**config.mk**
```make
export PLATFORM = sky130hd
export DESIGN_NAME = vliu_ram
export DESIGN_NICKNAME = d
export VERILOG_FILES = /design/src/rtl/vliu_ram.sv
export SDC_FILE = /design/constraint.sdc
export NUM_CORES = 1
export LEC_CHECK = 0
export ABC_CLOCK_PERIOD_IN_PS = 2300
export BUFFER_PORTS_ARGS = -buffer_cell sky130_fd_sc_hd__buf_4
export CORE_MARGIN = 1
export CORE_UTILIZATION = 50
export DETAILED_ROUTE_END_ITERATION = 12
export PLACE_DENSITY_LB_ADDON = 0.08
export SETUP_SLACK_MARGIN = 0.5
export SYNTH_ARGS = -nofsm -noshare
export SYNTH_HDL_FRONTEND = slang
export SYNTH_SLANG_ARGS = --single-unit
```
**constraint.sdc**
```tcl
create_clock -name clk -period 2.3 [get_ports clk]
set_input_delay 0.115 -clock clk [delete_from_list [all_inputs] [get_ports clk]]
set_output_delay 0.115 -clock clk [all_outputs]
set_load 0.005 [all_outputs]
```
**src/rtl/vliu_ram.sv**
```systemverilog
// Generic single-write, single-read RAM with a registered read port.
// No dependencies.
module vliu_ram #(
    parameter int WIDTH = 8,
    parameter int DEPTH = 32
) (
    input  logic                     clk,
    input  logic                     we,
    input  logic [$clog2(DEPTH)-1:0] waddr,
    input  logic [WIDTH-1:0]         wdata,
    input  logic [$clog2(DEPTH)-1:0] raddr,
    output logic [WIDTH-1:0]         rdata
);

    logic [WIDTH-1:0] mem [DEPTH];

    always_ff @(posedge clk)
    begin
        if (we)
        begin
            mem[waddr] <= wdata;
        end
        rdata <= mem[raddr];
    end

endmodule

```
==> results of run 1 <==
## kinds of logic (layout without fill, tap and decap cells)
kind of cell	Yosys count	in the layout	share of synthesized area
AND/OR/NAND/NOR	45	45	0.0207
multiplexers	88	88	0.188
buffers and inverters	20	117	0.0106
flip-flops	264	264	0.781
## worst paths after layout
check / start / end / slack (ns) / depth (start not counted)
worst max-delay path: mem[1][2]$_DFFE_PP_ / rdata[2]$_DFF_P_ / 0.49 / 3
worst min register to register: mem[20][5]$_DFFE_PP_ / rdata[5]$_DFF_P_ / 0.92 / 3
worst max register to register: mem[1][2]$_DFFE_PP_ / rdata[2]$_DFF_P_ / 0.49 / 3
worst min-delay path: wdata[3] / mem[24][3]$_DFFE_PP_ / 0.03 / 1
## through the flow
| stage | setup WS (ns) | cells | instance area, um^2 |
|---|---|---|---|
| 2_1_floorplan | 0.515 | 417 | 10100 |
| 3_3_place_gp | 0.228 | 730 | 10900 |
| 3_5_place_dp | 0.234 | 730 | 10900 |
| 4_1_cts | 0.494 | 779 | 11700 |
| 5_1_grt | 0.455 | 779 | 11700 |
| 6_report | 0.486 | 779 | 11700 |
## cell usage after synthesis
cell type / number
or3b_2: 3
nor2_1: 33
mux2_2: 8
nand2_1: 1
edfxtp_1: 256
buf_4: 6
mux4_2: 80
buf_6: 1
dfxtp_1: 8
clkbuf_1: 6
or3_1: 1
buf_1: 6
nand3_1: 2
nand3b_1: 5
buf_2: 1
## what timing repair did
| action | CTS | global route |
|---|---|---|
| cloned | 0 | 0 |
| gates resized for setup | 1 | 4 |
| hold endpoints to repair | 8 | 0 |
| hold buffers | 1 | 0 |
| setup endpoints to repair | 2 | 7 |
## layout make-up
type | count | area, um^2
clock inverter | 18 | 151
tap | 265 | 332
clock buffer | 30 | 697
sequential | 264 | 7850
fill | 1409 | 7860
timing repair buffer | 69 | 583
multi-input combinational | 133 | 2120
## routing by layer
layer | vias up | GRT usage | part of all wire | wire (um)
met4 | 0 | 0.0476 | 0.012 | 248
li1 | 1931 | - | - | -
met2 | 154 | 0.310 | 0.46 | 9350
met5 | - | 0 | 0 | 0
met3 | 20 | 0.0270 | 0.067 | 1380
met1 | 2449 | 0.345 | 0.46 | 9520
## sequential cells by signal (all words and copies together) (netlist names)
register / count
rdata: 8
mem: 256
## worst max-delay path: stages, from the launching register on
cell and delay, ns:
edfxtp_1 0.37, mux4_2 0.51, mux4_2 0.54, mux2_4 0.29
## power by group
| part | internal (uW) | switching [uW] |
|---|---|---|
| combinational | 262 | 282 |
| clock | 2400 | 1750 |
| sequential | 5350 | 25.8 |
==> impl_metrics.json, run 1 <==
{
  "vias_per_cell": 5.85,
  "drc_errors": 0,
  "clk_latency_ns": 0.52,
  "fp.dieH_um": 144,
  "synthToLayoutAreaGrowth_pct": 16.7,
  "drive_gt1_frac": 0.395,
  "skew_ns": 0.00528,
  "layout_min_cycle_time_ns": 1.81,
  "vias": 4554,
  "period_share": 0.789,
  "worst_pin_slew_ns": 0.461,
  "path_class": "register to register",
  "core_um2": 19600,
  "clkSlewWorstSetupHoldPaths_ns": 0.06,
  "start_util": 0.513,
  "cts_tree": "built",
  "max_freq_mhz": 551,
  "synth-seq-cells": 264,
  "slew_viol_final": 0,
  "wl_per_cell_um": 26.3,
  "antenna_left": 0,
  "end_kind": "register",
  "clockBufferDepth": 3,
  "synth_seq_area_share": 0.781,
  "synth_cell_type_count": 15,
  "syn_area_um2": 10100,
  "fin_util": 0.599,
  "worstPathRequired_ns": 2.71,
  "grt_pass1_vias": 4691,
  "io_buffers": 27,
  "insertedDiodeCount": 0,
  "h-tree-depth": 1,
  "whs_ns": 0.0282,
  "ys_top_cells_by_area": "edfxtp_1, mux4_2, dfxtp_1",
  "nNetsFinal": 514,
  "status": "complete, no violations",
  "dieArea_um2": 20700,
  "grt_pass1_wl_um": 30800,
  "ys_warn_count": 0,
  "maxCapViolations": 0,
  "tns_ns": 0,
  "dr.pass1.iters": 5,
  "drt_iter0_drc": 362,
  "finalHoldViolations": 0,
  "cts_setup_buffers": 0,
  "grt_max_degree": 33,
  "numCtsBuffers": 26,
  "overflow": 0,
  "root_buffer": "clkbuf_16",
  "rsz0062_at_grt": "true",
  "worst_setup_path_start_kind": "register",
  "mostFrequentLayoutCells": "edfxtp_1, mux4_2, buf_4",
  "rows": 51,
  "dp_hpwl_um": 13000,
  "synth_top_cell_by_area": "edfxtp_1",
  "cts_sinks": 264,
  "finalSetupViolations": 0,
  "synthCells": 417,
  "hp-class": "primary input to register",
  "total_power_uw": 10100,
  "p_leak_uw": 0.00379,
  "maxSlewHeadroom": 0.692,
  "ios": 28,
  "layout_commonest_cell": "edfxtp_1",
  "powerDensity_nw_per_um2": 859,
  "drt-total-wl_um": 20500,
  "gp_congestion": 0.758,
  "synth_fp_nets": 437,
  "path_max_fanout": 1,
  "ir_drop_uv": 676,
  "synth_top_area_share": 0.765,
  "cp_data_arrival_time_ns": 2.22,
  "antenna_found_initial": 0,
  "dieWidth_um": 144,
  "syn_area_per_cell_um2": 24.1,
  "grt_use_total": 0.213
}
Note: power is estimated with default switching activity, not from simulation.
==> inputs of run 2 (changes only) <==
--- a/config.mk
+++ b/config.mk
@@ -5,7 +5,7 @@
 export SDC_FILE = /design/constraint.sdc
 export NUM_CORES = 1
 export LEC_CHECK = 0
-export ABC_CLOCK_PERIOD_IN_PS = 2300
+export ABC_CLOCK_PERIOD_IN_PS = 1500
 export BUFFER_PORTS_ARGS = -buffer_cell sky130_fd_sc_hd__buf_4
 export CORE_MARGIN = 1
 export CORE_UTILIZATION = 50
==> constraint.sdc (replaced) <==
create_clock -name clk -period 1.5 [get_ports clk]
set_input_delay 0.075 -clock clk [delete_from_list [all_inputs] [get_ports clk]]
set_output_delay 0.075 -clock clk [all_outputs]
set_load 0.005 [all_outputs]
==> run 2 against run 1 <==
Compared with the run above: the flow now finishes with violations (setup timing); setup slack worse by 0.81 ns; via count down 3.1%; non-clock buffer count down 12; critical path depth unchanged; highest routed layer unchanged; combinational power up 74%.
==> impl_metrics.json, run 2 (synthesis gave the netlist of run 1 again) <==
{
  "period_share": 1.21,
  "clk_latency_ns": 0.52,
  "fin_util": 0.614,
  "nNetsFinal": 503,
  "grt_pass1_vias": 4486,
  "worst_setup_path_start_kind": "register",
  "r2r_start": "mem[5][1]$_DFFE_PP_",
  "crit_family": "multiplexers",
  "violations": "setup timing",
  "timing.rr.end": "rdata[1]$_DFF_P_",
  "largest-register": "mem",
  "max_freq_mhz": 549,
  "hp-class": "primary input to register",
  "critPathSlowestCell": "mux4_2",
  "power.internal_uw": 12500,
  "vias": 4412,
  "powerDensity_nw_per_um2": 1300,
  "finalSetupViolations": 8,
  "dieArea_um2": 20700,
  "vias_per_cell": 5.74,
  "rows": 51,
  "end_kind": "register",
  "cp_data_arrival_time_ns": 2.23,
  "slew_viol_final": 0,
  "total_power_uw": 15600,
  "antenna_left": 0,
  "ios": 28,
  "synthToLayoutAreaGrowth_pct": 19.6,
  "path_class": "register to register",
  "drive_gt1_frac": 0.427,
  "ir_drop_uv": 1060,
  "cts_sinks": 264,
  "rsz0062_at_grt": "true",
  "clkSlewWorstSetupHoldPaths_ns": 0.06,
  "reg_top3": "mem (256), rdata (8)",
  "root_buffer": "clkbuf_16",
  "grt_pass1_wl_um": 29400,
  "core_um2": 19600,
  "crit_chain": "mux4_2, mux4_2, mux2_4",
  "pwr-share-comb": 0.060,
  "h-tree-depth": 1,
  "antenna_found_initial": 0,
  "grt_max_degree": 33,
  "switchingPower_uw": 3110,
  "path_common_cell": "mux4_2",
  "start_util": 0.513,
  "grt_use_total": 0.206,
  "largest_reg_flops": 256,
  "cp-startpoint": "mem[5][1]$_DFFE_PP_",
  "io_buffers": 27,
  "layout_min_cycle_time_ns": 1.82,
  "endpoint": "rdata[1]$_DFF_P_",
  "worstPathRequired_ns": 1.91,
  "dp_hpwl_um": 12800,
  "path_max_fanout": 1,
  "gp_congestion": 0.769,
  "drc_errors": 0,
  "layout_commonest_cell": "edfxtp_1",
  "clkPwrFrac": 0.412,
  "cp_slowest_stage_delay_ns": 0.54,
  "dr.pass1.iters": 4,
  "mostFrequentLayoutCells": "edfxtp_1, mux4_2, nor2_4, buf_4, clkbuf_16",
  "reg2reg_depth": 3,
  "p_seq_frac": 0.528,
  "critPathBufInv": 0,
  "overflow": 0,
  "ff2ff_setup_slack_ns": -0.32,
  "clockBufferDepth": 3,
  "switching_share": 0.199,
  "worst_slack_ns": -0.322,
  "wl_per_cell_um": 26.0,
  "status": "complete, but fails checks",
  "worst_pin_slew_ns": 0.482,
  "maxCapViolations": 0,
  "p_leak_uw": 0.00374,
  "path_depth": 3,
  "fp.dieH_um": 144,
  "insertedDiodeCount": 0,
  "skew_ns": 0.0132,
  "drt-total-wl_um": 20000,
  "cts_tree": "built",
  "numCtsBuffers": 27,
  "finalHoldViolations": 0,
  "maxSlewHeadroom": 0.678,
  "drt_iter0_drc": 389,
  "dieWidth_um": 144
}
==> run 2: changes by cell type in the layout (fill, tap and decap cells not counted), moves of 8 or more <==
cell,delta
buf_4,-31
nor2_4,+32
nor2_1,-32
dlygate4sd3_1,+8
==> run 2: worst register-to-register path, delay by kind of cell (launching register included) <==
family / cells / cell delay, ns
DFF: 1 / 0.36
muxes: 3 / 1.35
==> run 2: per-layer routing <==
metal / track usage / part of all wire / vias up
li1: - / - / 1910
met1: 0.318 / 0.47 / 2349
met2: 0.303 / 0.45 / 128
met3: 0.0433 / 0.061 / 25
met4: 0.0482 / 0.018 / 0
met5: 0 / 0 / -
==> run 2: cell type report <==
type / instances / area (um^2)
Tap cell: 265 / 332
Clock buffer: 35 / 716
Timing Repair Buffer: 57 / 589
Multi-Input combinational cell: 133 / 2390
Sequential cell: 264 / 7860
Clock inverter: 14 / 139
Fill cell: 1366 / 7560
==> run 2: power by group through the flow <==
stage                     registers, uW  clock network (uW)  logic, uW
after floorplan                    8380                   0        522
after global placement             8390                   0        886
after detailed placement           8400                   0        900
after CTS                          8250                6540        950
after global routing               8260                6820       1000
final                              8250                6440        944
==> run 2: how the worst min path moves through the flow <==
stage	startpoint	to	slack, ns	cells after the start
2_1_floorplan	wdata[0]	mem[0][0]$_DFFE_PP_	0.17	0
6_report	raddr[1]	rdata[2]$_DFF_P_	0.1	3
5_1_grt	raddr[1]	rdata[2]$_DFF_P_	0.09	3
3_3_place_gp	raddr[3]	rdata[5]$_DFF_P_	0.44	2
3_5_place_dp	raddr[3]	rdata[0]$_DFF_P_	0.44	2
4_1_cts	raddr[1]	rdata[2]$_DFF_P_	0.09	3
==> run 2: repair_timing <==
item | in CTS | in global routing
setup endpoints to repair | 16 | 16
buffers inserted | 0 | 0
hold buffers | 9 | 0
gates resized for setup | 18 | 4
pin swaps | 0 | 0
gates cloned | 0 | 0
endpoints found under the hold margin | 250 | 0
==> run 2: per-stage QoR <==
stage | instance area (um^2) | setup TNS [ns] | setup slack, ns | instances | hold WS (ns)
4_1_cts | 12000 | -2.35 | -0.325 | 768 | 0.0922
5_1_grt | 12000 | -2.60 | -0.362 | 768 | 0.0886
3_3_place_gp | 11000 | -3.75 | -0.485 | 710 | 0.443
6_report | 12000 | -2.30 | -0.322 | 768 | 0.0970
3_5_place_dp | 11000 | -3.80 | -0.505 | 710 | 0.445
2_1_floorplan | 10400 | -1.38 | -0.172 | 417 | 0.174
==> inputs of run 3 (changes only) <==
--- a/config.mk
+++ b/config.mk
@@ -12,6 +12,7 @@
 export DETAILED_ROUTE_END_ITERATION = 12
 export PLACE_DENSITY_LB_ADDON = 0.08
 export SETUP_SLACK_MARGIN = 0.5
+export SKIP_CTS_REPAIR_TIMING = 1
 export SYNTH_ARGS = -nofsm -noshare
 export SYNTH_HDL_FRONTEND = slang
 export SYNTH_SLANG_ARGS = --single-unit
==> run 3 against run 2 <==
Compared with the run above: the run still ends with setup timing left; core utilization decreased by 0.11 points; maximum frequency increased by 0.95%; clock skew decreased by 0.0012 ns; global-route usage decreased by 0.060 points; final cell count unchanged; critical path depth unchanged; non-clock buffer count unchanged; via count decreased by 0.20%; setup slack improved by 0.017 ns; sequential share of layout area increased by 0.12 points; critical path type unchanged; highest routed layer unchanged.
==> impl_metrics.json, run 3 (synthesis gave the netlist of run 1 again) <==
{
  "clockBufferDepth": 3,
  "antenna_left": 0,
  "antenna_found_initial": 0,
  "insertedDiodeCount": 0,
  "hold_start": "raddr[1]",
  "hp-class": "primary input to register",
  "drt-total-wl_um": 19900,
  "path_common_cell": "mux4_2",
  "cp_slowest_stage_delay_ns": 0.55,
  "wl_per_cell_um": 25.9,
  "drt_iter0_drc": 363,
  "mostFrequentLayoutCells": "edfxtp_1, mux4_2, nor2_4, buf_4, clkbuf_16",
  "fp.dieH_um": 144,
  "whs_path_depth": 3,
  "reg_top3": "mem (256), rdata (8)",
  "clk_latency_ns": 0.52,
  "p_seq_frac": 0.528,
  "pwr-share-comb": 0.059,
  "grt_pass1_wl_um": 29300,
  "reg2reg_depth": 3,
  "numCtsBuffers": 27,
  "vias_per_cell": 5.73,
  "worst_pin_slew_ns": 0.481,
  "skew_ns": 0.0119,
  "gp_congestion": 0.769,
  "synthToLayoutAreaGrowth_pct": 19.4,
  "path_class": "register to register",
  "slew_viol_final": 0,
  "start_util": 0.513,
  "drc_errors": 0,
  "hold_end": "rdata[2]$_DFF_P_",
  "dr.pass1.iters": 5,
  "grt_max_degree": 33,
  "cp_data_arrival_time_ns": 2.21,
  "worstPathRequired_ns": 1.91,
  "crit_chain": "mux4_2, mux4_2, mux2_4",
  "rows": 51,
  "maxSlewHeadroom": 0.678,
  "path_max_fanout": 1,
  "largest-register": "mem",
  "powerDensity_nw_per_um2": 1300,
  "clkPwrFrac": 0.413,
  "critPathSlowestCell": "mux4_2",
  "dp.cells": 710,
  "drive_gt1_frac": 0.427,
  "worst_slack_ns": -0.305,
  "power.internal_uw": 12500,
  "layout_min_cycle_time_ns": 1.80,
  "h-tree-depth": 1,
  "grt_use_total": 0.205,
  "root_buffer": "clkbuf_16",
  "ir_drop_uv": 1060,
  "finalSetupViolations": 8,
  "dieWidth_um": 144,
  "nNetsFinal": 503,
  "switchingPower_uw": 3110,
  "grt_pass1_vias": 4451,
  "multi_input_area_um2": 2370,
  "vias": 4403,
  "ios": 28,
  "cts_tree": "built",
  "io_buffers": 27,
  "timing.rr.end": "rdata[4]$_DFF_P_",
  "status": "complete, but fails checks",
  "p_leak_uw": 0.00371,
  "fillers": 1372,
  "tns_ns": -2.29,
  "place_ws_ns": -0.505,
  "ff2ff_setup_slack_ns": -0.30,
  "seq_area_um2": 7860,
  "maxCapViolations": 0,
  "dieArea_um2": 20700,
  "clkSlewWorstSetupHoldPaths_ns": 0.06,
  "switching_share": 0.199,
  "worst_setup_path_start_kind": "register",
  "max_freq_mhz": 554,
  "finalHoldViolations": 0,
  "rsz0062_at_grt": "true",
  "r2r_start": "mem[20][4]$_DFFE_PP_",
  "dp_hpwl_um": 12800,
  "cts_sinks": 264,
  "largest_reg_flops": 256,
  "end_kind": "register",
  "violations": "setup timing",
  "period_share": 1.20,
  "core_um2": 19600,
  "final_cells": 768,
  "layout_commonest_cell": "edfxtp_1",
  "overflow": 0
}
run 3: cell types whose count changed in the layout (fill, tap and decap cells not counted):
cell,before,now
mux2_2,0,6
mux2_4,8,2
run 3: routing by layer:
metal  GRT usage  wire length (um)
met2       0.305              9010
met3      0.0430              1320
met4      0.0392               257
met5           0                 0
met1       0.318              9320
run 3: cell type report:
class | instances | area share
multi-input combinational | 133 | 0.198
sequential | 264 | 0.654
tap | 265 | 0.0276
clock inverter | 14 | 0.0116
timing repair buffer | 57 | 0.0491
clock buffer | 35 | 0.0596
run 3: how the worst max path moves through the flow:
stage,from,to
2_1_floorplan,raddr[0],rdata[0]$_DFF_P_
3_3_place_gp,raddr[0],rdata[4]$_DFF_P_
3_5_place_dp,raddr[0],rdata[0]$_DFF_P_
4_1_cts,mem[7][4]$_DFFE_PP_,rdata[4]$_DFF_P_
5_1_grt,mem[20][2]$_DFFE_PP_,rdata[2]$_DFF_P_
6_report,mem[20][4]$_DFFE_PP_,rdata[4]$_DFF_P_
run 3: power by group through the flow:
| stage | sequential [uW] | combinational [uW] | clock (uW) |
|---|---|---|---|
| after floorplan | 8380 | 522 | 0 |
| after global placement | 8390 | 886 | 0 |
| after detailed placement | 8400 | 900 | 0 |
| after CTS | 8240 | 904 | 6540 |
| after global routing | 8260 | 988 | 6820 |
| final | 8250 | 927 | 6450 |
run 3: metrics by stage:
step           area [um^2]  total power [uW]   util  hold WS, ns
6_report             12000             15600  0.613       0.0952
5_1_grt              12000             16100  0.613       0.0890
4_1_cts              11900             15700  0.606      -0.0923
3_5_place_dp         11000              9300  0.562        0.445
3_3_place_gp         11000              9280  0.562        0.443
2_1_floorplan        10400              8900      -        0.174
run 3: worst max-delay path, delay by kind of cell, from the launching register on:
family | cells | cell delay, ns
multiplexers | 3 | 1.35
flip-flops | 1 | 0.36
