File: config.mk
export PLATFORM = sky130hd
export DESIGN_NAME = vliu_dist
export DESIGN_NICKNAME = d
export VERILOG_FILES = /design/src/rtl/vliu_pkg.sv /design/src/rtl/vliu_dist.sv
export SDC_FILE = /design/constraint.sdc
export NUM_CORES = 1
export LEC_CHECK = 0
export CAP_MARGIN = 10
export CORE_MARGIN = 4
export CORE_UTILIZATION = 46
export DETAILED_ROUTE_END_ITERATION = 16
export DONT_BUFFER_PORTS = 1
export PLACE_DENSITY_LB_ADDON = 0.15
export SYNTH_ARGS = -nofsm -noshare
export SYNTH_HDL_FRONTEND = slang
export SYNTH_SLANG_ARGS = --single-unit
File: constraint.sdc
create_clock -name clk -period 12.9 [get_ports clk]
set_input_delay 2.58 -clock clk [delete_from_list [all_inputs] [get_ports clk]]
set_output_delay 2.58 -clock clk [all_outputs]
set_load 0.02 [all_outputs]
File: src/rtl/vliu_pkg.sv
// Package for the view list interest update core.
// Types, codes and helper functions shared by the core, its units and the checker.
package vliu_pkg;

    localparam int MAX_PLAYERS = 32;
    localparam int SLOT_BITS   = $clog2(MAX_PLAYERS);
    localparam int COORD_BITS  = 10;
    localparam int SIZE_BITS   = COORD_BITS + 1;
    localparam int STAMP_BITS  = 32;
    localparam int SQ_BITS     = 2 * COORD_BITS;
    localparam int IN_DATA_W   = 64;
    localparam int OUT_DATA_W  = 64;

    // event kinds
    localparam logic [1:0] KIND_ENTER = 2'd0;
    localparam logic [1:0] KIND_MOVE  = 2'd1;
    localparam logic [1:0] KIND_LEAVE = 2'd2;

    // notice codes
    localparam logic [1:0] NTC_LOGIN  = 2'd0;
    localparam logic [1:0] NTC_ADD    = 2'd1;
    localparam logic [1:0] NTC_MOVE   = 2'd2;
    localparam logic [1:0] NTC_REMOVE = 2'd3;

    // move directions
    localparam logic [1:0] DIR_Y_DOWN = 2'd0;
    localparam logic [1:0] DIR_Y_UP   = 2'd1;
    localparam logic [1:0] DIR_X_DOWN = 2'd2;
    localparam logic [1:0] DIR_X_UP   = 2'd3;

    // configuration register indexes
    localparam logic [1:0] CFG_WIDTH  = 2'd0;
    localparam logic [1:0] CFG_HEIGHT = 2'd1;
    localparam logic [1:0] CFG_RANGE  = 2'd2;

    typedef logic [MAX_PLAYERS-1:0] map_t;

    typedef struct packed {
        logic [STAMP_BITS-1:0] stamp;
        logic [COORD_BITS-1:0] y;
        logic [COORD_BITS-1:0] x;
        logic                  game;
    } slot_t;

    typedef struct packed {
        logic [4:0]            rcp;
        logic [1:0]            ntc;
        logic [4:0]            subj;
        logic [COORD_BITS-1:0] px;
        logic [COORD_BITS-1:0] py;
        logic [STAMP_BITS-1:0] st;
    } note_t;

    // largest coordinate for a world size; zero means one, capped at 2^COORD_BITS
    function automatic logic [COORD_BITS-1:0] max_coord(input logic [SIZE_BITS-1:0] size);
        logic [SIZE_BITS-1:0] s;
        s = size;
        if (s == '0)
        begin
            s = SIZE_BITS'(1);
        end
        if (s > SIZE_BITS'(1 << COORD_BITS))
        begin
            s = SIZE_BITS'(1 << COORD_BITS);
        end
        return COORD_BITS'(s - SIZE_BITS'(1));
    endfunction

    function automatic note_t make_note(
        input logic [4:0]            rcp,
        input logic [1:0]            ntc,
        input logic [4:0]            subj,
        input logic [COORD_BITS-1:0] px,
        input logic [COORD_BITS-1:0] py,
        input logic [STAMP_BITS-1:0] st
    );
        note_t n;
        n.rcp  = rcp;
        n.ntc  = ntc;
        n.subj = subj;
        n.px   = (ntc == NTC_REMOVE) ? '0 : px;
        n.py   = (ntc == NTC_REMOVE) ? '0 : py;
        n.st   = (ntc == NTC_MOVE) ? st : '0;
        return n;
    endfunction

endpackage

File: src/rtl/vliu_dist.sv
// Visibility unit: registered squared deltas, then sum and compare to range squared.
// Uses vliu_pkg.
module vliu_dist (
    input  logic                                clk,
    input  logic                                en,
    input  logic [vliu_pkg::COORD_BITS-1:0]     ax,
    input  logic [vliu_pkg::COORD_BITS-1:0]     ay,
    input  logic [vliu_pkg::COORD_BITS-1:0]     bx,
    input  logic [vliu_pkg::COORD_BITS-1:0]     by,
    input  logic [vliu_pkg::SQ_BITS-1:0]        rr,
    output logic                                vis
);

    logic [vliu_pkg::COORD_BITS-1:0] dx;
    logic [vliu_pkg::COORD_BITS-1:0] dy;
    logic [vliu_pkg::SQ_BITS-1:0]    dx2_reg;
    logic [vliu_pkg::SQ_BITS-1:0]    dy2_reg;

    assign dx = (ax > bx) ? (ax - bx) : (bx - ax);
    assign dy = (ay > by) ? (ay - by) : (by - ay);

    always_ff @(posedge clk)
    begin
        if (en)
        begin
            dx2_reg <= dx * dx;
            dy2_reg <= dy * dy;
        end
    end

    assign vis = ({1'b0, dx2_reg} + {1'b0, dy2_reg}) <= {1'b0, rr};

endmodule

==> results of run 1 <==
==> cells in the mapped netlist (11+ instances only) <==
cell and n:
inv_1 219, ha_1 173, fa_1 100, nor2_1 78
a21oi_1 61, nand2_1 50, xnor2_1 46, edfxtp_1 38
a21o_1 36, o21ai_0 27, xor2_1 25, nor3_1 22
nand2b_1 17, nand3_1 17, clkbuf_1 16, mux2i_1 13
nand4_1 13, o21bai_1 12, o21a_1 11
==> per-layer routing <==
metal,track usage (%),part of all wire (%),routed length (um),vias to the layer above
met5,0,0,0,-
li1,-,-,-,3683
met3,2.60,3.8,740,11
met1,25.8,52,9930,3370
met4,1.70,0.53,102,0
met2,26.8,44,8460,113
==> logic make-up after synthesis <==
logic type	Yosys count	share of synthesized area (%)
fa+ha+maj	273	43.1
simple gates	251	12.6
buf+inv	240	9.43
compound gates	208	14.5
xor+xnor	71	6.43
flops	38	11.8
mux	20	2.16
==> critical path: cells and delay by family <==
family | cells | cell delay, ns
AOI/OAI and AO/OA | 12 | 3.05
xor gates and xnor gates | 1 | 0.59
adders and majority gates | 8 | 3.27
buffers and inverters | 5 | 0.23
muxes | 1 | 0.43
and+or+nand+nor | 2 | 0.31
==> layout make-up <==
cell class                 instances  area, um2  share of cell area (%)
multi-input combinational        823       7620                    74.8
sequential                        38       1140                    11.2
inverter                         220        826                    8.10
tap                              270        338                    3.32
clock buffer                       5        125                    1.23
clock inverter                     3       68.8                   0.675
timing repair buffer               9       67.6                   0.663
==> how the worst max path moves through the flow <==
stage / startpoint / endpoint / slack [ns]
2_1_floorplan: ay[0] / dy2_reg[17] / 2.98
5_1_grt: ay[0] / dy2_reg[17] / 1.95
6_report: ay[0] / dy2_reg[17] / 2.51
4_1_cts: ay[0] / dy2_reg[17] / 2.53
3_5_place_dp: ay[0] / dy2_reg[17] / 2.26
3_3_place_gp: ay[0] / dy2_reg[17] / 2.33
==> through the flow <==
step	instances	hold WS [ns]	utilization (%)
finish	1368	2.41	49.7
global route	1368	2.39	49.7
CTS	1368	2.40	49.7
detailed placement	1360	2.70	48.8
global placement	1360	2.70	48.8
floorplan	1101	2.69	-
==> out/results.env, run 1 <==
STATUS='complete, no violations'
DIE_AREA_UM2=23400
GRT_SETUP_UNREPAIRED='false'
GRT_MAX_DEGREE=39
FMAXACHIEVABLE_MHz=96.2
CTSLONGESTPATHBUFFERS=2
DETAILROUTE.VIA_COUNT=7177
HOLD-PATH-ENDPOINT='dx2_reg[0]'
DIE_H_UM=153
HOLD_VIOLATIONS=0
VIAS_PER_CELL=5.25
PORTBUFS=0
SYNTH-WARNING-COUNT=0
LAYOUT_SETUP_WS_NS=2.51
NETLIST-CELL-TYPE-COUNT=63
SYNTH-SEQ-CELLS=38
NUM-FILL-CELLS=2001
CLKSINKCOUNT=38
MOST_USED_CELLS_IN_THE_LAYOUT_EXCLUDING_FILL_AND_TAP_CELLS='219 x inv_1, 173 x ha_1, 100 x fa_1'
FFS_W_ASYNC_S_R_SYNTH_PCT=0
CRITICAL-PATH-TOP-CELL-BY-COUNT='fa_1'
MAPPED_CELL_AREA_UM2=9680
SYN-MEAN-INSTANCE-AREA_UM2=8.79
WIRE_PER_INST_UM=14.1
ARRIVAL_NS=10.50
CTS_HTREE_LEVELS=2
TRITONCTS='done'
START_UTIL_PCT=47.2
SYNTH_SEQUENTIAL_AREA_RATIO_PCT=11.8
GP_ROUTABILITY_CONGESTION=0.859
CTS-HOLD-FIX-BUFFERS=0
TIMING.MAX_SLEW.REL_SLACK_PCT=46.4
NETLIST_INSTANCES=1101
ANTENNA_VIOLATIONS_BEFORE_REPAIR=0
FLOORPLAN.DIE.WIDTH_UM=153
DETAIL_ROUTE.DRC_VIOLATIONS=0
VIA_COUNT_OF_THE_FIRST_GLOBAL_ROUTING_PASS=7260
WORST_PATH_MAX_DELAY_CELL='xor2_1'
ANT_NETS=0
HP-START='en'
WORSTHOLDPATHCELLS=0
CRITICAL_PATH.MAX_FANOUT=18
FINAL_CELL_AREA_UM2=10200
CELLS_TAKING_THE_MOST_AREA_AFTER_SYNTHESIS='ha_1 22%, fa_1 21%, edfxtp_1 12%'
POSTCTSSETUPBUFFERS=0
COREAREA_UM2=20500
DRV.MAX_CAP_VIOLATION_COUNT=0
DIODES=0
ROW_COUNT=52
LONGEST_INDIVIDUAL_STAGE_DELAY_ON_THE_WORST_PATH_NS=0.59
WORST_SLEW_PIN_SLEW_NS=0.782
PERIOD_UTILISATION_LAYOUT_PCT=80.6
PIN_COUNT=63
LAYOUT.NETS=1432
CLK_PIN_SLEW_NS=0.06
ESTIMATED_WIRELENGTH_OF_THE_DETAIL_PLACED_DESIGN_UM=16700
TIMING.HOLD.WORST.CLASS='input pin to flop'
CLOCKROOTBUFFER='clkbuf_16'
NUMBER_OF_SEARCH_AND_REPAIR_ITERATIONS_IN_THE_FIRST_DETAILED_ROUTING_PASS=5
SYN_NETS=1436
PERIOD_MINUS_SLACK_NS=10.39
CLASSIFICATION_OF_THE_WORST_SETUP_PATH='input pin to flop'
GRT_PASS1_WL_UM=34100
CRITICAL_PATH_REQUIRED_NS=13.01
SYNTH-MAIN-FF-CELL='edfxtp_1'
DRIVE_ABOVE_1_SHARE_PCT=3.64
DRT-INITIAL-DRC-COUNT=306
SYNTH_ENABLE_FLOP_CELLS=38
CTS_BUFFERS=5
KIND_OF_LAUNCH_POINT_OF_THE_WORST_SETUP_PATH='input pin'
DP_WORST_SETUP_SLACK_NS=2.26
SYN2LAYOUT_AREA_GROWTH_PCT=5.30
ROUTE.FINAL.WIRE_LENGTH_UM=19200
CTS_RESIZED=0
GLOBALROUTEOVERFLOWTOTAL=0
PLACED_AREA_UM2=10000
GRT.TOTAL_USAGE_PCT=17.0
TOP_CELL_TYPE_S_SHARE_OF_SYNTHESIZED_AREA_PCT=22.4
CRITICAL_PATH.ENDPOINT_TYPE='flop'
SLEW_VIOL_FINAL=0
REPORT.FINAL.SETUP_VIOL=0
SETUP_TNS_NS=0
SYNTHDOMINANTAREACELLTYPE='ha_1'
MOSTFREQUENTLAYOUTCELL='inv_1'
Power of run 1 is not shown: default switching activity piles up to over one toggle a cycle in this logic, so the estimate is an artifact.
==> run 2: changes to the inputs <==
ABC_AREA = 1   (was default)
clock period = 9.1 ns   (was 12.9 ns; I/O delays follow)
==> out/results.env, run 2 <==
FINAL.HOLD.WORST_SLACK_NS=1.66
DRIVE_ABOVE_1_SHARE_PCT=2.58
GLOBALROUTEOVERFLOWTOTAL=0
MOST_USED_CELLS_IN_THE_LAYOUT_EXCLUDING_FILL_AND_TAP_CELLS='295 x inv_1, 221 x nand2_1, 173 x ha_1'
SYNTH_SEQUENTIAL_AREA_RATIO_PCT=11.4
CTS_HTREE_LEVELS=2
CORE_UTIL_FINAL_PCT=49.4
CRITICAL_PATH.ENDPOINT_TYPE='flop'
COREAREA_UM2=21200
DETAILROUTE.VIA_COUNT=7937
MOSTFREQUENTLAYOUTCELL='inv_1'
ROUTE.FINAL.WIRE_LENGTH_UM=21200
CRITICAL_PATH_DEPTH=28
SYN2LAYOUT_AREA_GROWTH_PCT=4.93
HOLD-PATH-ENDPOINT='dx2_reg[4]'
SYNTH_ENABLE_FLOP_CELLS=38
GRT.TOTAL_USAGE_PCT=18.2
CRITICAL_PATH.MAX_FANOUT=11
WORST_SLEW_PIN_SLEW_NS=0.563
GRT_SETUP_UNREPAIRED='false'
GRT_MAX_DEGREE=39
DP_WORST_SETUP_SLACK_NS=0.529
VIAS_PER_CELL=4.99
HP-START='en'
YS_TOP_CELLS_BY_COUNT='295 x inv_1, 221 x nand2_1, 173 x ha_1'
STATUS='complete, no violations'
DETAIL_ROUTE.DRC_VIOLATIONS=0
GRT_PASS1_WL_UM=36900
SYNTHDOMINANTAREACELLTYPE='ha_1'
SYN_NETS=1645
CLK_PIN_SLEW_NS=0.06
CLOCKROOTBUFFER='clkbuf_16'
PERIOD_UTILISATION_LAYOUT_PCT=90.6
WIRE_PER_INST_UM=13.3
CELLS_TAKING_THE_MOST_AREA_AFTER_SYNTHESIS='ha_1 22%, fa_1 20%, edfxtp_1 11%'
FMAXACHIEVABLE_MHz=121
ROW_COUNT=53
ARRIVAL_NS=8.28
CRITICAL_PATH_REQUIRED_NS=9.13
NETLIST-CELL-TYPE-COUNT=43
TIMING.MAX_SLEW.REL_SLACK_PCT=62.2
SYNTH-MAIN-FF-CELL='edfxtp_1'
FLOORPLAN.DIE.WIDTH_UM=155
LONGEST_INDIVIDUAL_STAGE_DELAY_ON_THE_WORST_PATH_NS=0.54
LAYOUT_SETUP_WS_NS=0.853
TIMING.HOLD.WORST.CLASS='input pin to flop'
SYN-MEAN-INSTANCE-AREA_UM2=7.63
DRT-INITIAL-DRC-COUNT=382
TRITONCTS='done'
WORST_PATH_MAX_DELAY_CELL='fa_1'
WORSTPATHBUFFERINVERTERCOUNT=5
LAYOUT.NETS=1650
SETUP_TNS_NS=0
GP_ROUTABILITY_CONGESTION=0.882
TOP_CELL_TYPE_S_SHARE_OF_SYNTHESIZED_AREA_PCT=21.7
ANT_NETS=0
CRIT_FAMILY='adder cells'
DIE_H_UM=155
CTSLONGESTPATHBUFFERS=2
DRV.MAX_CAP_VIOLATION_COUNT=0
PERIOD_MINUS_SLACK_NS=8.25
WORSTHOLDPATHCELLS=0
CRIT_PATH_START='ax[0]'
NUMBER_OF_SEARCH_AND_REPAIR_ITERATIONS_IN_THE_FIRST_DETAILED_ROUTING_PASS=5
CLASSIFICATION_OF_THE_WORST_SETUP_PATH='input pin to flop'
MAPPED_CELL_AREA_UM2=9990
HOLD_VIOLATIONS=0
SYNTH-SEQ-CELLS=38
NETLIST_INSTANCES=1310
SLEW_VIOL_FINAL=0
POSTCTSSETUPBUFFERS=0
REPORT.FINAL.SETUP_VIOL=0
DIE_AREA_UM2=24100
START_UTIL_PCT=47.1
ANTENNA_VIOLATIONS_BEFORE_REPAIR=1
DIODES=0
FFS_W_ASYNC_S_R_SYNTH_PCT=0
VIA_COUNT_OF_THE_FIRST_GLOBAL_ROUTING_PASS=7986
CTS_BUFFERS=5
PORTBUFS=0
KIND_OF_LAUNCH_POINT_OF_THE_WORST_SETUP_PATH='input pin'
CTS_RESIZED=0
CTS-HOLD-FIX-BUFFERS=0
SYNTH-WARNING-COUNT=0
PIN_COUNT=63
MOST_FREQUENT_CELL_AFTER_SYNTHESIS='inv_1'
ESTIMATED_WIRELENGTH_OF_THE_DETAIL_PLACED_DESIGN_UM=18700
CRITICAL-PATH-TOP-CELL-BY-COUNT='nand2_1'
CLKSINKCOUNT=38
## run 2: cell count changes after synthesis, moves of 26 or more
| cell | before | now |
|---|---|---|
| a21o_1 | 36 | 9 |
| a21oi_1 | 61 | 87 |
| inv_1 | 219 | 295 |
| nand2_1 | 50 | 221 |
| nand3_1 | 17 | 43 |
| nor2_1 | 78 | 142 |
| xnor2_1 | 46 | 15 |
| xor2_1 | 25 | 61 |
## run 2: cells by family after synthesis
logic type / count (synthesis) / share of synthesized area (%)
AOI/OAI and AO/OA: 169 / 9.58
xor gates and xnor gates: 80 / 7.31
adders and majority gates: 273 / 41.7
buffers and inverters: 306 / 11.6
DFF: 38 / 11.4
muxes: 2 / 0.276
and+or+nand+nor: 442 / 18.1
## run 2: per-layer routing
metal / wire, um / GRT usage (%) / share of wire [%]
met4: 226 / 3.04 / 1.1
met3: 741 / 0.946 / 3.5
met2: 9590 / 30.1 / 45
met1: 10600 / 26.8 / 50
met5: 11 / 0 / 0.052
## run 2: layout make-up
type | count | area [um2]
Sequential cell | 38 | 1140
Clock buffer | 5 | 125
Clock inverter | 3 | 16.3
Fill cell | 2168 | 10700
Inverter | 296 | 1110
Multi-Input combinational cell | 966 | 7690
Timing Repair Buffer | 8 | 60.1
Tap cell | 275 | 344
## run 2: how the worst max path moves through the flow
stage and endpoint:
2_1_floorplan dx2_reg[16], 3_5_place_dp dx2_reg[16], 4_1_cts dx2_reg[16], 5_1_grt dx2_reg[16]
6_report dx2_reg[16], 3_3_place_gp dx2_reg[16]
## run 2: per-stage QoR
stage	instances	cell area [um2]
global placement	1583	10300
floorplan	1310	9990
CTS	1591	10500
global route	1591	10500
finish	1591	10500
detailed placement	1583	10300
Power of run 2 is left out for the same reason.
==> run 3: changes to the inputs <==
clock period = 6.6 ns   (was 9.1 ns; I/O delays follow)
==> out/results.env, run 3 (same netlist as run 2, synthesis figures left out) <==
STATUS='complete, no violations'
ARRIVAL_NS=6.56
LAYOUT.NETS=1903
CRITICAL_PATH_REQUIRED_NS=6.63
FLOORPLAN.DIE.WIDTH_UM=155
PERIOD_UTILISATION_LAYOUT_PCT=99.0
VIA_COUNT_OF_THE_FIRST_GLOBAL_ROUTING_PASS=9019
CRIT_PATH_START='ay[0]'
DETAILROUTE.VIA_COUNT=9024
MULTIINPUTGATEAREA_UM2=9230
DIE_AREA_UM2=24100
SETUP_TNS_NS=0
SLEW_VIOL_FINAL=0
ANTENNA_VIOLATIONS_BEFORE_REPAIR=0
CLASSIFICATION_OF_THE_WORST_SETUP_PATH='input pin to flop'
DRT-INITIAL-DRC-COUNT=292
PLACED_AREA_UM2=12500
CLK_PIN_SLEW_NS=0.05
GRT.TOTAL_USAGE_PCT=19.3
COREAREA_UM2=21200
ROW_COUNT=53
ANT_NETS=0
GLOBALROUTEOVERFLOWTOTAL=0
START_UTIL_PCT=47.1
NUMBER_OF_SEARCH_AND_REPAIR_ITERATIONS_IN_THE_FIRST_DETAILED_ROUTING_PASS=4
DRIVE_ABOVE_1_SHARE_PCT=33.5
PERIOD_MINUS_SLACK_NS=6.53
CRITICAL_PATH.ENDPOINT_TYPE='flop'
MOST_USED_CELLS_IN_THE_LAYOUT_EXCLUDING_FILL_AND_TAP_CELLS='261 x inv_1, 239 x buf_4, 172 x nand2_1'
MOSTFREQUENTLAYOUTCELL='inv_1'
CTS_HTREE_LEVELS=2
TIMING.MAX_SLEW.REL_SLACK_PCT=67.0
VIAS_PER_CELL=4.89
CTS_BUFFERS=5
FINAL-SEQ-AREA_UM2=1140
SYN2LAYOUT_AREA_GROWTH_PCT=41.2
DP_CELLS=1793
CLKSINKCOUNT=38
DP_WORST_SETUP_SLACK_NS=-0.397
GRT_SETUP_UNREPAIRED='true'
TIMING.HOLD.WORST.CLASS='input pin to flop'
KIND_OF_LAUNCH_POINT_OF_THE_WORST_SETUP_PATH='input pin'
LAYOUT_SETUP_WS_NS=0.0672
DIE_H_UM=155
WORST_PATH_MAX_DELAY_CELL='fa_1'
DIODES=0
CTS-HOLD-FIX-BUFFERS=0
FMAXACHIEVABLE_MHz=153
WIRE_PER_INST_UM=13.2
HP-START='en'
NUM-FILL-CELLS=1753
CRITICAL_PATH.MAX_FANOUT=5
PIN_COUNT=63
TRITONCTS='done'
PORTBUFS=0
ESTIMATED_WIRELENGTH_OF_THE_DETAIL_PLACED_DESIGN_UM=20400
CRITICAL-PATH-TOP-CELL-BY-COUNT='fa_1'
WORST_SLEW_PIN_SLEW_NS=0.492
LONGEST_INDIVIDUAL_STAGE_DELAY_ON_THE_WORST_PATH_NS=0.50
CTSLONGESTPATHBUFFERS=2
DETAIL_ROUTE.DRC_VIOLATIONS=0
REPORT.FINAL.SETUP_VIOL=0
FINAL_CELL_AREA_UM2=14100
GP_ROUTABILITY_CONGESTION=0.877
HOLD_VIOLATIONS=0
DRV.MAX_CAP_VIOLATION_COUNT=0
GRT_MAX_DEGREE=39
ROUTE.FINAL.WIRE_LENGTH_UM=24400
CLOCKROOTBUFFER='clkbuf_16'
LAYOUT.CELLS.NON_FILLER=1844
GRT_PASS1_WL_UM=39600
-- run 3: per-stage QoR --
step / hold WS [ns] / util (%)
after floorplan: 1.43 / -
after global placement: 1.44 / 58.9
after detailed placement: 1.44 / 58.9
after CTS: 1.15 / 60.1
after global routing: 1.14 / 66.5
final: 1.16 / 66.5
-- run 3: what timing repair did --
action / in CTS / in global routing
pin swaps: 10 / 145
cloned: 0 / 0
endpoints found under the setup margin: 9 / 22
gates resized for setup: 16 / 239
buffers inserted: 4 / 41
-- run 3: layer usage --
| metal | part of all wire (%) | routed length, um | vias up | global-route usage (%) |
|---|---|---|---|---|
| met5 | 0 | 0 | - | 0 |
| met4 | 1.6 | 378 | 0 | 4.17 |
| met3 | 2.5 | 598 | 33 | 1.61 |
| met2 | 51 | 12400 | 151 | 34.2 |
| met1 | 45 | 11000 | 4198 | 25.7 |
| li1 | - | - | 4642 | - |
-- run 3: final timing paths --
path / end / slack, ns / cells after the start
min: dx2_reg[3] / 1.16 / 0
max: dy2_reg[17] / 0.07 / 29
-- run 3: area by class of cell --
cell class / instances / share of cell area, %
Clock inverter: 3 / 0.452
Tap cell: 275 / 2.44
Sequential cell: 38 / 8.09
Clock buffer: 5 / 0.887
Timing Repair Buffer: 261 / 14.6
Inverter: 296 / 8.07
Multi-Input combinational cell: 966 / 65.5
-- run 3: critical path: cells and delay by family --
| kind | cells | cell delay [ns] |
|---|---|---|
| multiplexers | 1 | 0.28 |
| buffers and inverters | 9 | 0.64 |
| XOR/XNOR | 1 | 0.22 |
| adder cells (fa/ha/maj) | 8 | 3.20 |
| AO/OA/AOI/OAI | 1 | 0.18 |
| AND/OR/NAND/NOR | 9 | 0.74 |
Power of run 3 is left out for the same reason.
